<file path="src/u8dec_pkg.sv">
// Shared types and constants for the UTF-8 code point decoder.
// Used by u8dec_step, u8dec_obuf and utf8_codepoint_decoder_core; no dependencies.
package u8dec_pkg;

  localparam int unsigned ByteW  = 8;
  localparam int unsigned CpW    = 21;
  localparam int unsigned CountW = 3;
  localparam int unsigned OutW   = CpW + CountW;

  localparam logic [ByteW-1:0] ContMask  = 8'hC0;
  localparam logic [ByteW-1:0] ContCode  = 8'h80;
  localparam logic [ByteW-1:0] Lead2Mask = 8'hE0;
  localparam logic [ByteW-1:0] Lead2Code = 8'hC0;
  localparam logic [ByteW-1:0] Lead3Mask = 8'hF0;
  localparam logic [ByteW-1:0] Lead3Code = 8'hE0;
  localparam logic [ByteW-1:0] Lead4Mask = 8'hF8;
  localparam logic [ByteW-1:0] Lead4Code = 8'hF0;

  localparam logic [1:0] PendNone  = 2'd0;
  localparam logic [1:0] PendOne   = 2'd1;
  localparam logic [1:0] PendTwo   = 2'd2;
  localparam logic [1:0] PendThree = 2'd3;

  localparam logic [CountW-1:0] Len0 = 3'd0;
  localparam logic [CountW-1:0] Len1 = 3'd1;
  localparam logic [CountW-1:0] Len2 = 3'd2;
  localparam logic [CountW-1:0] Len3 = 3'd3;
  localparam logic [CountW-1:0] Len4 = 3'd4;

  typedef struct packed {
    logic [1:0]        bytes_pending;
    logic [CpW-1:0]    partial_value;
    logic [CountW-1:0] sequence_length;
  } seq_state_t;

  typedef struct packed {
    logic              valid;
    logic [CpW-1:0]    code_point;
    logic [CountW-1:0] byte_count;
  } cp_result_t;

endpackage

</file>
<file path="src/u8dec_step.sv">
// Combinational decode of one text byte against the open sequence state.
// Depends on u8dec_pkg for the state and result types.
module u8dec_step import u8dec_pkg::*; (
  input  logic [ByteW-1:0] text_byte,
  input  seq_state_t       state_cur,
  output seq_state_t       state_nxt,
  output cp_result_t       result
);

  logic [CpW-1:0] cont_bits;
  logic [CpW-1:0] merged;
  logic [1:0]     pend_dec;

  always_comb begin
    cont_bits = '0;
    unique case (state_cur.bytes_pending)
      PendThree: cont_bits = CpW'({text_byte[5:0], 12'd0});
      PendTwo:   cont_bits = CpW'({text_byte[5:0], 6'd0});
      default:   cont_bits = CpW'(text_byte[5:0]);
    endcase
    merged   = state_cur.partial_value | cont_bits;
    pend_dec = state_cur.bytes_pending - 2'd1;
  end

  always_comb begin
    state_nxt = '0;
    result    = '0;
    if (text_byte == '0) begin
      state_nxt = '0;
    end else if (state_cur.bytes_pending != PendNone &&
                 (text_byte & ContMask) == ContCode) begin
      if (pend_dec == PendNone) begin
        result.valid      = 1'b1;
        result.code_point = merged;
        result.byte_count = state_cur.sequence_length;
      end else begin
        state_nxt.bytes_pending   = pend_dec;
        state_nxt.partial_value   = merged;
        state_nxt.sequence_length = state_cur.sequence_length;
      end
    end else if (text_byte[7] == 1'b0) begin
      result.valid      = 1'b1;
      result.code_point = CpW'(text_byte);
      result.byte_count = Len1;
    end else if ((text_byte & Lead2Mask) == Lead2Code) begin
      state_nxt.bytes_pending   = PendOne;
      state_nxt.partial_value   = CpW'({text_byte[4:0], 6'd0});
      state_nxt.sequence_length = Len2;
    end else if ((text_byte & Lead3Mask) == Lead3Code) begin
      state_nxt.bytes_pending   = PendTwo;
      state_nxt.partial_value   = CpW'({text_byte[3:0], 12'd0});
      state_nxt.sequence_length = Len3;
    end else if ((text_byte & Lead4Mask) == Lead4Code) begin
      state_nxt.bytes_pending   = PendThree;
      state_nxt.partial_value   = CpW'({text_byte[2:0], 18'd0});
      state_nxt.sequence_length = Len4;
    end else begin
      state_nxt = '0;
    end
  end

endmodule

</file>
<file path="src/u8dec_obuf.sv">
// Two-entry output queue that holds decoded results until the sink takes them.
// Depends on u8dec_pkg for widths.
module u8dec_obuf import u8dec_pkg::*; (
  input  logic            clk,
  input  logic            rst_n,
  input  logic            push,
  input  logic [OutW-1:0] push_data,
  output logic            full,
  output logic            out_valid,
  input  logic            out_ready,
  output logic [OutW-1:0] head_data
);

  logic [1:0]      count_r, count_nxt;
  logic [OutW-1:0] slot0_r, slot0_nxt;
  logic [OutW-1:0] slot1_r, slot1_nxt;
  logic            pop;

  assign out_valid = (count_r != 2'd0);
  assign head_data = slot0_r;
  assign full      = (count_r == 2'd2);
  assign pop       = out_valid && out_ready;

  always_comb begin
    slot0_nxt = slot0_r;
    slot1_nxt = slot1_r;
    count_nxt = count_r;
    if (pop) begin
      if (count_r == 2'd2) begin
        slot0_nxt = slot1_r;
        if (push) begin
          slot1_nxt = push_data;
        end
      end else if (push) begin
        slot0_nxt = push_data;
      end
    end else if (push) begin
      if (count_r == 2'd0) begin
        slot0_nxt = push_data;
      end else begin
        slot1_nxt = push_data;
      end
    end
    count_nxt = count_r + {1'b0, push} - {1'b0, pop};
  end

  always_ff @(posedge clk) begin
    if (!rst_n) begin
      count_r <= 2'd0;
    end else begin
      count_r <= count_nxt;
    end
  end

  always_ff @(posedge clk) begin
    slot0_r <= slot0_nxt;
    slot1_r <= slot1_nxt;
  end

endmodule

</file>
<file path="src/utf8_codepoint_decoder_core.sv">
// Top level of the UTF-8 code point decoder: sequence state register, decode step
// and output queue. Depends on u8dec_pkg, u8dec_step and u8dec_obuf.
//
// The decoder takes one byte of UTF-8 text per cycle and emits a code point with
// its byte count when a sequence of one to four bytes completes; the result is
// pushed into the output queue as the byte that completes it is taken. The
// sequence state is updated by a single layer of decode logic per transaction.
// A two-entry output queue lets input continue while a result waits; input
// stalls only when both entries are held. A zero byte ends the string and
// drops any open sequence, stray continuation bytes and bytes 0xF8 to 0xFF are
// dropped, and an interrupted sequence is discarded with the interrupting byte
// decoded as a new lead. Overlong forms and surrogates are not checked.
module utf8_codepoint_decoder_core import u8dec_pkg::*; (
  input  logic            clk,
  input  logic            rst_n,
  input  logic            in_tvalid,
  output logic            in_tready,
  input  logic [7:0]      in_tdata,   // [7:0] text_byte
  output logic            out_tvalid,
  input  logic            out_tready,
  output logic [OutW-1:0] out_tdata   // [20:0] code_point, [23:21] byte_count
);

  seq_state_t state_r, state_nxt, step_state;
  cp_result_t step_result;
  logic       in_accept;
  logic       obuf_full;

  assign in_tready = !obuf_full;
  assign in_accept = in_tvalid && in_tready;

  u8dec_step u_step (
    .text_byte (in_tdata),
    .state_cur (state_r),
    .state_nxt (step_state),
    .result    (step_result)
  );

  always_comb begin
    state_nxt = state_r;
    if (in_accept) begin
      state_nxt = step_state;
    end
  end

  always_ff @(posedge clk) begin
    if (!rst_n) begin
      state_r <= '0;
    end else begin
      state_r <= state_nxt;
    end
  end

  u8dec_obuf u_obuf (
    .clk       (clk),
    .rst_n     (rst_n),
    .push      (in_accept && step_result.valid),
    .push_data ({step_result.byte_count, step_result.code_point}),
    .full      (obuf_full),
    .out_valid (out_tvalid),
    .out_ready (out_tready),
    .head_data (out_tdata)
  );

endmodule
</file>
<file path="config.mk">
export PLATFORM = sky130hd
export DESIGN_NAME = utf8_codepoint_decoder_core
export DESIGN_NICKNAME = d
export VERILOG_FILES = /design/src/u8dec_pkg.sv /design/src/u8dec_step.sv /design/src/u8dec_obuf.sv /design/src/utf8_codepoint_decoder_core.sv
export SDC_FILE = /design/constraint.sdc
export NUM_CORES = 1
export LEC_CHECK = 0
export BUFFER_PORTS_ARGS = -buffer_cell sky130_fd_sc_hd__buf_2
export CORE_ASPECT_RATIO = 0.5
export CORE_MARGIN = 2
export CORE_UTILIZATION = 50
export DETAILED_ROUTE_END_ITERATION = 16
export GPL_ROUTABILITY_DRIVEN = 1
export PLACE_DENSITY_LB_ADDON = 0.15
export SKIP_CTS_REPAIR_TIMING = 1
export SLEW_MARGIN = 25
export SYNTH_ARGS = -nofsm -noshare
export SYNTH_HDL_FRONTEND = slang
export SYNTH_HIERARCHICAL = 1
export SYNTH_SLANG_ARGS = --single-unit
</file>
<file path="constraint.sdc">
create_clock -name clk -period 4.7 [get_ports clk]
set_clock_uncertainty 0.15 [all_clocks]
set_input_delay 0.705 -clock clk [delete_from_list [all_inputs] [get_ports clk]]
set_output_delay 0.705 -clock clk [all_outputs]
set_load 0.01 [all_outputs]
</file>
==> run metrics <==
#FFs+latches synth 76; Die Ht 65.72 um; Post-synth EDFFs 48; status finished, final reports clean; fraction of registers with async set/reset 0; Rows 22; Crit path arrival time 2540 ps; # port buffers 37; Worst Tran Pin Value 893.8 ps; Final Max Slew Viols 0; detailed-placement wirelength estimate 5225 um; critical path, cell by cell inv_1 > ha_1 > or3b_1 > a22o_4 > inv_1 > and2_1 > and3_2; Seq pwr share 0.503; Synth Flop Type edfxtp_1; Fin Hold WS 309.5 ps; maximum vdd drop 0.0001954 V; GRT Overall Usage 0.1932; Setup TNS 0 ps; unrepaired setup endpoints after global routing no; CP dominant cell by count inv_1; gpl congestion 0.7869; post-synth cell types 42; most frequent cells in the layout nand2_1 (58), edfxtp_1 (48), buf_2 (37); Syn Nets 341; HP Class flop to flop; Routed WL per cell 16.86 um; io pins 38; Worst path depth 7; Internal Pwr Total 0.001130 W; CP max-delay cell and3_2; Reg area 2002 um2; fin nets 366; CP Max Fanout 24; Crit path required time 4520 ps; Synth warnings 6; synthesized area 3809 um2; CTS tree yes; worst skew pair latency 340 ps; layout cells sized above 1 0.2797; commonest non-fill, non-tap cell in the layout nand2_1; Remaining DRCs 0; TritonRoute pass-1 iters 4; core area 7350 um2; crit path capture type flop; sequential fraction of the synthesis area 0.5256; Comb power frac 0.078; Crit path buffers/inverters 2; minimum clock period after layout 2716 ps; grt total ovfl 0; Initial Utilization 0.5182; first-pass GRT wire length 11,890 um; H-tree levels 3; switching part of the total 0.2304; Detailed Route WL 7589 um; worst hold stages 2; Post-DP Area 3950 um2; largest net degree at the start of global routing 56; Startpoint Class flop; leakage power 1.638 nW; Clock transition at path regs 60 ps; Fin. Hold Viols 0; Mapped Cells 324; vias in the first global route 2,212; 1st-iter DRT viols 264; remaining antenna violation count 0; CP max stage delay 550 ps; Switch Pwr 0.0003382 W; initial antenna violation count 0; die width 127.4 um; clk buf depth 2; clock sinks 76; Max transition margin 0.4041; Die Area 8374 um2; delay-heaviest family, CP simple AND/OR/NAND/NOR gates; Clk pwr share 0.419; root buf cell clkbuf_16; area of the multi-input gates 1592 um2; max cap viols 0; fin area 4214 um2; Setup Crit Path Kind flop to flop; endpoints failing setup 0; vias per inst 5.407; ANT cells 0; FMAX 368.2 MHz; Avg Inst Size Synth 11.76 um2; Via Count 2,433; area delta synth->final 10.64%; R2R depth 7; Final period util 0.5778; Num CTS Buffers 9; pwr/cell area 348.4 nW/um2; filler cell count 640
==> cell usage after synthesis (2+ instances only) <==
| library cell | number | area (um2) |
|---|---|---|
| clkbuf_1 | 6 | 22.52 |
| buf_1 | 2 | 7.510 |
| mux2_2 | 5 | 56.30 |
| nand2_1 | 58 | 217.7 |
| buf_12 | 3 | 60.06 |
| buf_6 | 4 | 45.04 |
| dfxtp_1 | 28 | 560.5 |
| buf_2 | 11 | 55.05 |
| a22o_1 | 12 | 105.1 |
| o21ai_0 | 2 | 10.01 |
| nor2_1 | 28 | 105.1 |
| a21oi_1 | 19 | 95.09 |
| inv_1 | 8 | 30.03 |
| a211oi_2 | 6 | 75.07 |
| mux2i_1 | 28 | 280.3 |
| and2_1 | 2 | 12.51 |
| nor4_1 | 2 | 12.51 |
| ha_1 | 5 | 62.56 |
| nand2b_1 | 2 | 12.51 |
| and3_2 | 5 | 37.54 |
| mux2_4 | 19 | 285.3 |
| nor2b_4 | 2 | 27.53 |
| edfxtp_1 | 48 | 1441 |
==> cell type report <==
cell class	instances	area share
tap	96	0.02850
clock buffer	12	0.05612
clock inverter	4	0.006235
timing repair buffer	40	0.04929
inverter	8	0.007126
multi-input combinational	214	0.3777
sequential	76	0.4751
==> per-layer routing <==
layer | vias to the layer above | share of wire | GRT usage
met4 | 0 | 0.011 | 0.05769
li1 | 1197 | - | -
met1 | 1167 | 0.54 | 0.3002
met3 | 10 | 0.069 | 0.05782
met2 | 59 | 0.38 | 0.2527
met5 | - | 0 | 0
==> through the flow <==
stage               setup WS (ps)    util  power [W]  instances
finish                       1984  0.5734   0.001468        450
global route                 1783  0.5734   0.001517        450
CTS                          1667  0.5732   0.001482        450
detailed placement           1525  0.5375  0.0008676        434
global placement             1551  0.5375  0.0008644        434
floorplan                   635.5       -  0.0008391        324
==> registers in the layout, summed over array words and instances, names as in the netlist <==
name              flops
state_r              26
u_obuf/head_data     24
u_obuf/slot1_r       24
u_obuf/count_r        2
==> power groups by stage <==
stage | clock [W] | sequential, W | combinational, W
floorplan | 0 | 0.000761 | 0.0000784
global placement | 0 | 0.000752 | 0.000112
detailed placement | 0 | 0.000754 | 0.000114
CTS | 0.000629 | 0.000740 | 0.000114
global route | 0.000653 | 0.000741 | 0.000123
finish | 0.000615 | 0.000739 | 0.000114
==> tightest hold or removal path, cell delays in order, from the launching register on <==
cell and delay [ps]:
dfxtp_1 310, nand2_1 50, mux2i_1 50
==> worst paths after layout <==
kind | from | endpoint | slack (ps)
worst max-delay path | state_r[25] | u_obuf/slot1_r[7] | 1980
worst max register to register | state_r[25] | u_obuf/slot1_r[7] | 1980
worst min-delay path | state_r[19] | state_r[19] | 310
worst min register to register | state_r[19] | state_r[19] | 310
==> logic make-up (layout without fill, tap and decap cells) <==
group           Yosys count  count (layout)  synth area share
mux                      52              52            0.1633
simple gates            109             109            0.1390
buf+inv                  34              64           0.05782
fa+ha+maj                 5               5           0.01643
compound gates           48              48           0.09790
flops                    76              76            0.5256
(Power assumes the default switching activity.)
